--- src/rtl/core/rbsi_pkg.sv ---
`default_nettype none
package rbsi_pkg;

  // Default geometry of the fixed point coordinates.
  localparam int COORD_WIDTH_DEF = 32;
  localparam int FRAC_BITS_DEF   = 16;

  // Number of spatial axes handled per test.
  localparam int NUM_AXES = 3;

  // Per-axis information that bypasses the dividers.
  typedef struct packed {
    logic [NUM_AXES-1:0] par;   // direction component is zero
    logic [NUM_AXES-1:0] pass;  // axis does not reject the ray on its own
  } rbsi_side_t;

endpackage
`default_nettype wire

--- src/rtl/core/rbsi_isect.sv ---
`default_nettype none
// Saturates and orders the six slab parameters, then intersects the three
// axis intervals. Two register stages; the second is the output register.
module rbsi_isect #(
  parameter int CW = rbsi_pkg::COORD_WIDTH_DEF,
  parameter int FB = rbsi_pkg::FRAC_BITS_DEF
) (
  input  wire logic                   clk,
  input  wire logic                   rst,
  input  wire logic                   en,
  input  wire logic                   in_valid,
  input  wire logic [CW+FB:0]         q_min [rbsi_pkg::NUM_AXES],
  input  wire logic                   n_min [rbsi_pkg::NUM_AXES],
  input  wire logic [CW+FB:0]         q_max [rbsi_pkg::NUM_AXES],
  input  wire logic                   n_max [rbsi_pkg::NUM_AXES],
  input  wire rbsi_pkg::rbsi_side_t   side,
  output      logic                   out_valid,
  output      logic                   hit,
  output      logic signed [CW-1:0]   distance
);

  localparam int NW = CW + 1 + FB;
  localparam logic [NW-1:0] POS_LIM = NW'((64'd1 << (CW - 1)) - 64'd1);
  localparam logic [NW-1:0] NEG_MAG = NW'(64'd1 << (CW - 1));
  localparam logic signed [CW-1:0] T_MAX = {1'b0, {(CW-1){1'b1}}};
  localparam logic signed [CW-1:0] T_MIN = {1'b1, {(CW-1){1'b0}}};

  // Saturate a signed quotient to the coordinate range.
  function automatic logic signed [CW-1:0] sat(input logic [NW-1:0] q, input logic n);
    logic [NW-1:0] nq;
    nq = '0 - q;
    if (!n) begin
      sat = (q > POS_LIM) ? T_MAX : q[CW-1:0];
    end else begin
      sat = (q > NEG_MAG) ? T_MIN : nq[CW-1:0];
    end
  endfunction

  logic signed [CW-1:0] lo [rbsi_pkg::NUM_AXES];
  logic signed [CW-1:0] hi [rbsi_pkg::NUM_AXES];
  logic                 all_pass;
  logic                 v1;

  // First stage: per-axis interval, full range on a parallel axis.
  for (genvar a = 0; a < rbsi_pkg::NUM_AXES; a++) begin : g_axis
    logic signed [CW-1:0] ta;
    logic signed [CW-1:0] tb;
    assign ta = sat(q_min[a], n_min[a]);
    assign tb = sat(q_max[a], n_max[a]);

    always_ff @(posedge clk) begin
      if (en) begin
        if (side.par[a]) begin
          lo[a] <= T_MIN;
          hi[a] <= T_MAX;
        end else if (ta > tb) begin
          lo[a] <= tb;
          hi[a] <= ta;
        end else begin
          lo[a] <= ta;
          hi[a] <= tb;
        end
      end
    end
  end

  always_ff @(posedge clk) begin
    if (en) begin
      all_pass <= &side.pass;
    end
  end

  always_ff @(posedge clk) begin
    if (rst) begin
      v1        <= 1'b0;
      out_valid <= 1'b0;
    end else if (en) begin
      v1        <= in_valid;
      out_valid <= v1;
    end
  end

  // Second stage: intersect X with Y, then with Z.
  logic signed [CW-1:0] tmin_xy;
  logic signed [CW-1:0] tmax_xy;
  logic signed [CW-1:0] tmin_xyz;
  logic                 miss_y;
  logic                 miss_z;

  always_comb begin
    miss_y   = (lo[0] > hi[1]) || (lo[1] > hi[0]);
    tmin_xy  = (lo[1] > lo[0]) ? lo[1] : lo[0];
    tmax_xy  = (hi[1] < hi[0]) ? hi[1] : hi[0];
    miss_z   = (tmin_xy > hi[2]) || (lo[2] > tmax_xy);
    tmin_xyz = (lo[2] > tmin_xy) ? lo[2] : tmin_xy;
  end

  always_ff @(posedge clk) begin
    if (en) begin
      if (all_pass && !miss_y && !miss_z) begin
        hit      <= 1'b1;
        distance <= tmin_xyz;
      end else begin
        hit      <= 1'b0;
        distance <= '0;
      end
    end
  end

endmodule
`default_nettype wire

--- config.mk ---
export PLATFORM = sky130hd
export DESIGN_NAME = rbsi_isect
export DESIGN_NICKNAME = d
export VERILOG_FILES = /design/src/rtl/core/rbsi_pkg.sv /design/src/rtl/core/rbsi_isect.sv
export SDC_FILE = /design/constraint.sdc
export NUM_CORES = 1
export LEC_CHECK = 0
export BUFFER_PORTS_ARGS = -buffer_cell sky130_fd_sc_hd__buf_2
export CAP_MARGIN = 10
export CORE_MARGIN = 2
export CORE_UTILIZATION = 60
export CTS_BUF_LIST = sky130_fd_sc_hd__clkbuf_4 sky130_fd_sc_hd__clkbuf_8
export DETAILED_ROUTE_END_ITERATION = 10
export HOLD_SLACK_MARGIN = 0.05
export PLACE_DENSITY = 0.9
export SLEW_MARGIN = 20
export SYNTH_ARGS = -nofsm -noshare
export SYNTH_HDL_FRONTEND = slang
export SYNTH_SLANG_ARGS = --single-unit
export TNS_END_PERCENT = 5
--- constraint.sdc ---
create_clock -name clk -period 8 [get_ports clk]
set_input_delay 0.8 -clock clk [delete_from_list [all_inputs] [get_ports clk]]
set_output_delay 0.8 -clock clk [all_outputs]
set_load 0.03 [all_outputs]
==> metrics.md, run 1 <==
| Metric | Value |
|---|---|
| Setup CP Type | `reg -> reg` |
| Worst EP arrival | `roughly 8 ns` |
| Antenna violations before repair | `1` |
| DRC violation count after routing | `0` |
| Setup_tns | `0 ns` |
| Setup Viol. Count Final | `0` |
| Max Cap Viol | `0` |
| Final hold violation count | `0` |
| First-pass GRT wire length | `137,000 µm` |
| Die height | `214 µm` |
| Core footprint | `approximately 43,000 µm²` |
| Cell Area, Synth | `~26,000 µm²` |
| Static leakage | `13.4 nW` |
| Least-Margin Pin Slew | `1.13 ns` |
| Cells taking the most area after synthesis | `edfxtp_1, ha_1, mux2i_1` |
| Cts repair resizes | `0` |
| Area Overhead vs Synth | `13.3%` |
| Seq cells post-synth | `around 230` |
| Switching Fraction | `0.394` |
| Post-synth ARST share | `0` |
| Most used DFF post-synth | `edfxtp_1` |
| Count leader, synth | `ha_1` |
| Sw Pwr | `approximately 1.9 mW` |
| Share of cells above drive strength 1 | `0.176` |
| CTS HTree Levels | `2` |
| Final Slew Violations | `0` |
| CTS root buffer | `clkbuf_8` |
| Max-slew headroom | `0.238` |
| CTS Buf Count | `41` |
| Clock power share | `0.257` |
| Share of the yosys chip area belonging to registers | `0.259` |
| Critical path startpoint category | `flip-flop` |
| Logic pwr share | `0.413` |
| Clock slew at reported path FFs | `about 0.070 ns` |
| DP HPWL | `approximately 71,000 µm` |
| Mean Syn Cell Area | `between 8 and 9 µm²` |
| Tightest Hold Check Type | `in -> reg` |
| Post-route clock period utilization | `0.925` |
| Via count | `approximately 28,000` |
| Post-CTS Setup Bufs | `0` |
| Post-Syn Instances | `3,188` |
| All-Layer GR Usage | `0.380` |
| Crit path max fanout | `28` |
| Synthesis warning total | `0` |
| Post-synthesis net count | `3,826` |
| Final net count | `4,134` |
| EDFF count, synth | `around 230` |
| Hold Path Depth | `2` |
| Cell internal pwr | `2.88 mW` |
| GRT overflow | `0` |
| First drt pass iteration count | `6` |
| Setup Skew | `between 0.02 and 0.025 ns` |
| Synth top area share | `0.257` |
| Pin count of the biggest net entering global routing | `120` |
| DIE WIDTH | `~210 µm` |
| Die footprint | `around 46,000 µm²` |
| TritonCTS clock tree | `done` |
| Routed WL | `89,100 µm` |
| DR vias/cell | `just under 7` |
| Reg2Reg Depth | `24` |
| Clk sinks | `228` |
| PortBufs | `343` |
| Row count | `between 70 and 80` |
| Routed length per instance | `about 22 µm` |
| Req. time, crit path | `between 8 and 9 ns` |
| RD Place Congestion | `about 1.0` |
| Total power per unit cell area | `approximately 160 nW/µm²` |
| Initial cell density of the core | `0.610` |
| IO Count | `approximately 340` |
| Status | `finished, final reports clean` |
| DRT iter0 DRCs | `roughly 3,900` |
| Worst vdd rail ir drop | `about 120 µV` |
| Longest Clk Path Bufs | `3` |
| Post-DRT Antenna Nets | `0` |
| Period minus WS final | `7.40 ns` |
| Number of buffers inserted by hold repair at cts | `0` |
| Register share of total power | `0.330` |
| Cell accounting for the most synthesized area | `edfxtp_1` |
| Clock Latency Late Sink | `between 0.5 and 0.6 ns` |
| Unrepaired setup endpoints after global routing | `no` |
| Crit end category | `flip-flop` |
| Vias in the first global route | `between 20,000 and 30,000` |
| Fmax | `between 100 and 150 MHz` |
| Synth top cells by count | `ha_1, inv_1, edfxtp_1, nand2_1, a21oi_1` |
| Core Util, Final | `0.691` |
| Synth cell types | `89` |
-- final cells by class --
cell class                 count  area [µm²]
timing repair buffer         431        2450
multi-input combinational   2484       17800
clock buffer                  47         609
inverter                     310        1160
sequential                   228        6830
fill                        3408       13400
antenna                        1        2.50
tap                          585         732
clock inverter                29         292
-- per-layer routing --
| metal | vias to the layer above | GRT usage | part of all wire |
|---|---|---|---|
| li1 | 12900 | - | - |
| met2 | 1922 | 0.576 | 0.43 |
| met3 | 285 | 0.0762 | 0.13 |
| met1 | 12800 | 0.537 | 0.40 |
| met5 | - | 0 | 0 |
| met4 | 0 | 0.140 | 0.041 |
-- final timing paths --
path	start	slack [ns]	end
worst max-delay path	lo[1][31]	0.60	distance[1]
worst min-delay path	rst	0.39	out_valid
worst max register to register	lo[1][31]	0.60	distance[1]
worst min register to register	out_valid	0.50	out_valid
-- per-stage QoR --
stage	hold slack, ns	power [mW]	std cells	setup slack [ns]	area (µm²)
2_1_floorplan	0.460	2.78	3188	1.72	26400
3_3_place_gp	0.473	3.39	4038	0.835	29000
3_5_place_dp	0.484	3.45	4038	0.750	29000
4_1_cts	0.375	4.68	4114	0.969	29900
5_1_grt	0.402	4.97	4114	0.382	29900
6_report	0.392	4.75	4115	0.597	29900
-- state kept, by name, summed over array words and instances (netlist names) --
signal     cells
v1             1
hi            96
all_pass       1
lo            96
out_valid      1
hit            1
distance      32
-- critical path: stages, from the launching register on --
cell and delay (ns):
edfxtp_1 0.49, ha_1 0.33, buf_4 0.21, nand4_1 0.20
nor4_1 0.58, a211oi_1 0.27, and2_1 0.24, buf_4 0.25
nand2_1 0.42, buf_4 0.34, a2bb2oi_1 0.18, o22ai_1 0.10
a21oi_1 0.31, inv_1 0.10, ha_1 0.35, nand4_1 0.12
nor2_1 0.32, nand3_1 0.24, nor2_1 0.14, a2bb2oi_1 0.27
nand4_1 0.15, a2bb2oi_2 0.15, nor2_1 0.80, buf_4 0.39
o221a_2 0.26
-- power groups by stage --
stage	Combinational, mW	Clock (mW)	Sequential (mW)
4_1_cts	1.90	1.22	1.55
3_3_place_gp	1.82	0	1.58
6_report	1.96	1.22	1.57
3_5_place_dp	1.87	0	1.58
2_1_floorplan	1.26	0	1.52
5_1_grt	2.14	1.27	1.57
-- layout by cell type, fill, tap and decap left out, types with 48 or more instances in the layout --
cell / netlist / final
a21oi_1: 217 / 217
ha_1: 328 / 328
o21ai_0: 160 / 160
mux2i_1: 120 / 119
o311ai_0: 65 / 64
nand2_1: 223 / 222
nor3_1: 139 / 138
buf_2: 7 / 342
nor2_1: 210 / 210
edfxtp_1: 226 / 226
a21o_1: 99 / 99
inv_1: 308 / 308
nand3_1: 70 / 70
or3_1: 48 / 48
buf_4: 1 / 83
nor4_1: 56 / 56
o22ai_1: 70 / 70
nand4_1: 107 / 107
-- cell families (layout without fill, tap and decap cells) --
group                      after synthesis  count (layout)  share of synthesized area
buffers and inverters                  476             817                     0.0684
AOI/OAI and AO/OA                      971             971                      0.261
adders and majority gates              329             329                      0.156
other                                    0               1                          0
and+or+nand+nor                       1052            1052                      0.206
DFF                                    228             228                      0.259
muxes                                  123             123                     0.0468
xor gates and xnor gates                 9               9                    0.00299
(Power assumes the default switching activity.)
==> inputs of run 2 (changes only) <==
--- a/config.mk
+++ b/config.mk
@@ -6,5 +6,5 @@
 export NUM_CORES = 1
 export LEC_CHECK = 0
-export BUFFER_PORTS_ARGS = -buffer_cell sky130_fd_sc_hd__buf_2
+export ABC_AREA = 1
 export CAP_MARGIN = 10
 export CORE_MARGIN = 2
@@ -12,6 +12,7 @@
 export CTS_BUF_LIST = sky130_fd_sc_hd__clkbuf_4 sky130_fd_sc_hd__clkbuf_8
 export DETAILED_ROUTE_END_ITERATION = 10
+export DONT_BUFFER_PORTS = 1
 export HOLD_SLACK_MARGIN = 0.05
-export PLACE_DENSITY = 0.9
+export PLACE_DENSITY = 0.84
 export SLEW_MARGIN = 20
 export SYNTH_ARGS = -nofsm -noshare
==> constraint.sdc (replaced) <==
create_clock -name clk -period 8 [get_ports clk]
set_input_delay 0 -clock clk [delete_from_list [all_inputs] [get_ports clk]]
set_output_delay 0 -clock clk [all_outputs]
set_load 0.03 [all_outputs]
==> run 2 against run 1 <==
Count of clock-buffer cells in the layout decreased by 2. Sequential power about the same. Wire length decreased by 1.4%. Core utilization decreased by 0.075 points. Combinational power decreased by 7%. Register-to-register slack improved by 1.1 ns. Hold slack got worse by 0.34 ns. Via count decreased by 1.3%. Sequential share of layout area increased by 0.23 points. Die area decreased by 1.6%. Critical path type is now in -> reg.
==> metrics.md, run 2 <==
| Metric | Value |
|---|---|
| Cell Area, Synth | `26,000 µm² (-1.6%)` |
| Final Slew Violations | `0 (unchanged)` |
| Unrepaired setup endpoints after global routing | `no` |
| GRT overflow | `0 (unchanged)` |
| Longest Clk Path Bufs | `3 (unchanged)` |
| Worst vdd rail ir drop | `122 µV (+4.1%)` |
| Least-Margin Pin Slew | `1.07 ns (-0.0557 ns)` |
| Row count | `76 (unchanged)` |
| CP max stage delay | `0.87 ns (+0.07 ns)` |
| Final hold violation count | `0 (unchanged)` |
| Worst Hold Launch | `q_min[109]` |
| First-pass GRT wire length | `133,000 µm (-2.6%)` |
| Switching Fraction | `0.392 (-0.00218)` |
| CTS Buf Count | `41 (unchanged)` |
| DR vias/cell | `6.28 (-7.3%)` |
| Core footprint | `42,900 µm² (-0.88%)` |
| Most common cell after layout, fill and taps aside | `inv_1` |
| Die footprint | `45,000 µm² (-1.6%)` |
| Mean Syn Cell Area | `7.24 µm² (-13%)` |
| Synthesis warning total | `0 (unchanged)` |
| RD Place Congestion | `1.05 (+0.44%)` |
| Cell repeated most along the worst path | `nand2_1` |
| Ant diodes | `0 (-1)` |
| Initial cell density of the core | `0.606 (-0.00448)` |
| Worst setup startpoint | `q_max[0]` |
| Max-slew headroom | `0.280 (+0.0424)` |
| Period minus WS final | `7.39 ns (-0.0113 ns)` |
| DP HPWL | `65,200 µm (-7.8%)` |
| Post-synthesis net count | `4,228 (+11%)` |
| Register area | `6830 µm² (unchanged)` |
| Routed WL | `87,900 µm (-1.4%)` |
| Cell internal pwr | `2.82 mW (-1.9%)` |
| Seq cells post-synth | `228 (unchanged)` |
| R2r setup slk | `1.72 ns (+1.12 ns)` |
| Status | `finished, final reports clean` |
| Antenna violations before repair | `0 (-1)` |
| FILL cells | `3,370 (-1.1%)` |
| Setup Viol. Count Final | `0 (unchanged)` |
| Core Util, Final | `0.690 (-0.000755)` |
| Clk sinks | `228 (unchanged)` |
| Synth top area share | `0.261 (+0.00420)` |
| Placed Cells | `4,075 (+0.92%)` |
| Largest registers | `hi x96, lo x96, distance x32` |
| DRC violation count after routing | `0 (unchanged)` |
| Slowest stage cell, crit path | `clkinv_1` |
| Post-DRT Antenna Nets | `0 (unchanged)` |
| IO Count | `344 (unchanged)` |
| Clock power share | `0.265 (+0.008)` |
| Post-placement cell area | `26,300 µm² (-9.3%)` |
| Multi-input logic area | `16,300 µm² (-8.5%)` |
| DRT iter0 DRCs | `3,955 (+2.1%)` |
| Cells taking the most area after synthesis | `edfxtp_1, ha_1, inv_1` |
| Area Overhead vs Synth | `14.0%` |
| Final Non-Filler Cells | `4,382 (+6.5%)` |
| Synth top cells by count | `inv_1, nand2_1, nor2_1, ha_1, o21ai_0` |
| Static leakage | `13.2 nW (-1.9%)` |
| Clock slew at reported path FFs | `0.07 ns (about the same)` |
| Worst EP arrival | `7.70 ns (-0.12 ns)` |
| Critical path startpoint category | `primary input` |
| All-Layer GR Usage | `0.376 (-0.00458)` |
| Setup Skew | `0.0565 ns (+0.0318 ns)` |
| Synth cell types | `75 (-16%)` |
| First drt pass iteration count | `7 (+1)` |
| Cell accounting for the most synthesized area | `edfxtp_1` |
| Sw Pwr | `1.82 mW (-2.8%)` |
| Tightest Hold Check Type | `in -> reg` |
| PortBufs | `0 (-100%)` |
| Max Cap Viol | `0 (unchanged)` |
| Post-Syn Instances | `3,590 (+13%)` |
| Vias in the first global route | `25,300 (+0.96%)` |
| Register share of total power | `0.344 (+0.014)` |
| Via count | `27,500 (-1.3%)` |
| Clock Latency Late Sink | `0.60 ns (+0.03 ns)` |
| Total power per unit cell area | `157 nW/µm² (-1.3%)` |
| Final net count | `4,407 (+6.6%)` |
| Die height | `212 µm (-0.79%)` |
| Post-synth ARST share | `0 (unchanged)` |
| EDFF count, synth | `226 (unchanged)` |
| Crit end category | `flip-flop` |
| Post-route clock period utilization | `0.924 (-0.00141)` |
| Req. time, crit path | `8.31 ns (-0.10 ns)` |
| Share of cells above drive strength 1 | `0.0606 (-0.116)` |
| Crit path max fanout | `34 (+21%)` |
| Pin count of the biggest net entering global routing | `229 (+91%)` |
| Logic pwr share | `0.391 (-0.022)` |
| Post-CTS Setup Bufs | `0 (unchanged)` |
| Share of the yosys chip area belonging to registers | `0.263 (+0.00422)` |
| Setup_tns | `0 ns (unchanged)` |
| CTS root buffer | `clkbuf_8` |
| DIE WIDTH | `212 µm (-0.79%)` |
| Commonest non-fill, non-tap cells in the layout | `inv_1, nand2_1, nor2_1, ha_1, o21ai_0` |
| CTS HTree Levels | `2 (unchanged)` |
| RR Startpoint | `lo[1][15]` |
| TritonCTS clock tree | `done` |
| Design area | `29,600 µm² (-0.99%)` |
| Count leader, synth | `inv_1` |
| Setup CP Type | `in -> reg` |
| Most used DFF post-synth | `edfxtp_1` |
| Fmax | `135 MHz (+0.15%)` |
| Routed length per instance | `20.1 µm (-7.4%)` |
-- run 2: cell types whose count changed in the layout (fill, tap and decap cells not counted), sizes merged, moves of 41 or more --
cell / previous run / this run
dlygate4sd3: 0 / 234
nand2: 225 / 543
inv: 311 / 622
o311ai: 97 / 1
nor2: 210 / 394
or2: 46 / 5
or3: 48 / 3
o21ai: 162 / 318
a21o: 99 / 4
xor2: 0 / 107
buf: 431 / 16
mux2i: 120 / 0
nor3: 139 / 89
-- run 2: layout make-up --
type,count,area share
inverter,624,0.0791
sequential,228,0.231
clock inverter,26,0.0101
clock buffer,45,0.0201
multi-input combinational,2624,0.551
tap,585,0.0247
timing repair buffer,250,0.0845
-- run 2: metrics by stage --
stage | setup slack [ns] | hold slack [ns] | power (mW)
2_1_floorplan | 3.51 | 0.0691 | 2.79
3_3_place_gp | 1.96 | 0.0719 | 3.15
3_5_place_dp | 1.79 | 0.0742 | 3.19
4_1_cts | 1.21 | 0.0504 | 4.57
5_1_grt | 0.293 | 0.0675 | 4.90
6_report | 0.608 | 0.0503 | 4.64
-- run 2: kinds of logic after synthesis --
logic type                 after synthesis  synth area share
AOI/OAI and AO/OA                      813             0.183
adders and majority gates              328             0.158
xor gates and xnor gates               134            0.0452
DFF                                    228             0.263
and+or+nand+nor                       1349             0.241
buffers and inverters                  738             0.110
-- run 2: power by group through the flow --
stage                     Combinational [mW]  Sequential (mW)  Clock, mW
after global routing                    2.03             1.60       1.28
after detailed placement                1.58             1.61          0
final                                   1.82             1.60       1.23
after floorplan                         1.23             1.55          0
after CTS                               1.75             1.59       1.23
after global placement                  1.54             1.61          0
-- run 2: metal layers --
metal  routed length [µm]  track usage  vias up
met4                 4220        0.165        0
met2                39200        0.599     1986
li1                     -            -    12800
met3                11500       0.0928      334
met5                    0            0        -
met1                33000        0.483    12400
-- run 2: critical path, delay by kind of cell --
family                     cells  cell delay, ns
xor gates and xnor gates       1            0.15
AOI/OAI and AO/OA              3            0.85
buffers and inverters          7            3.23
adders and majority gates      2            0.58
and+or+nand+nor               15            2.87
-- run 2: worst paths after layout --
check,to,cells past startpoint
worst max register to register,distance[2],21
worst min register to register,out_valid,2
worst min-delay path,lo[0][11],4
worst max-delay path,lo[2][29],28
-- run 2: timing repair --
action | CTS | global route
hold buffers | 234 | 1
resized for setup | 0 | 0
endpoints found under the hold margin | 416 | 79
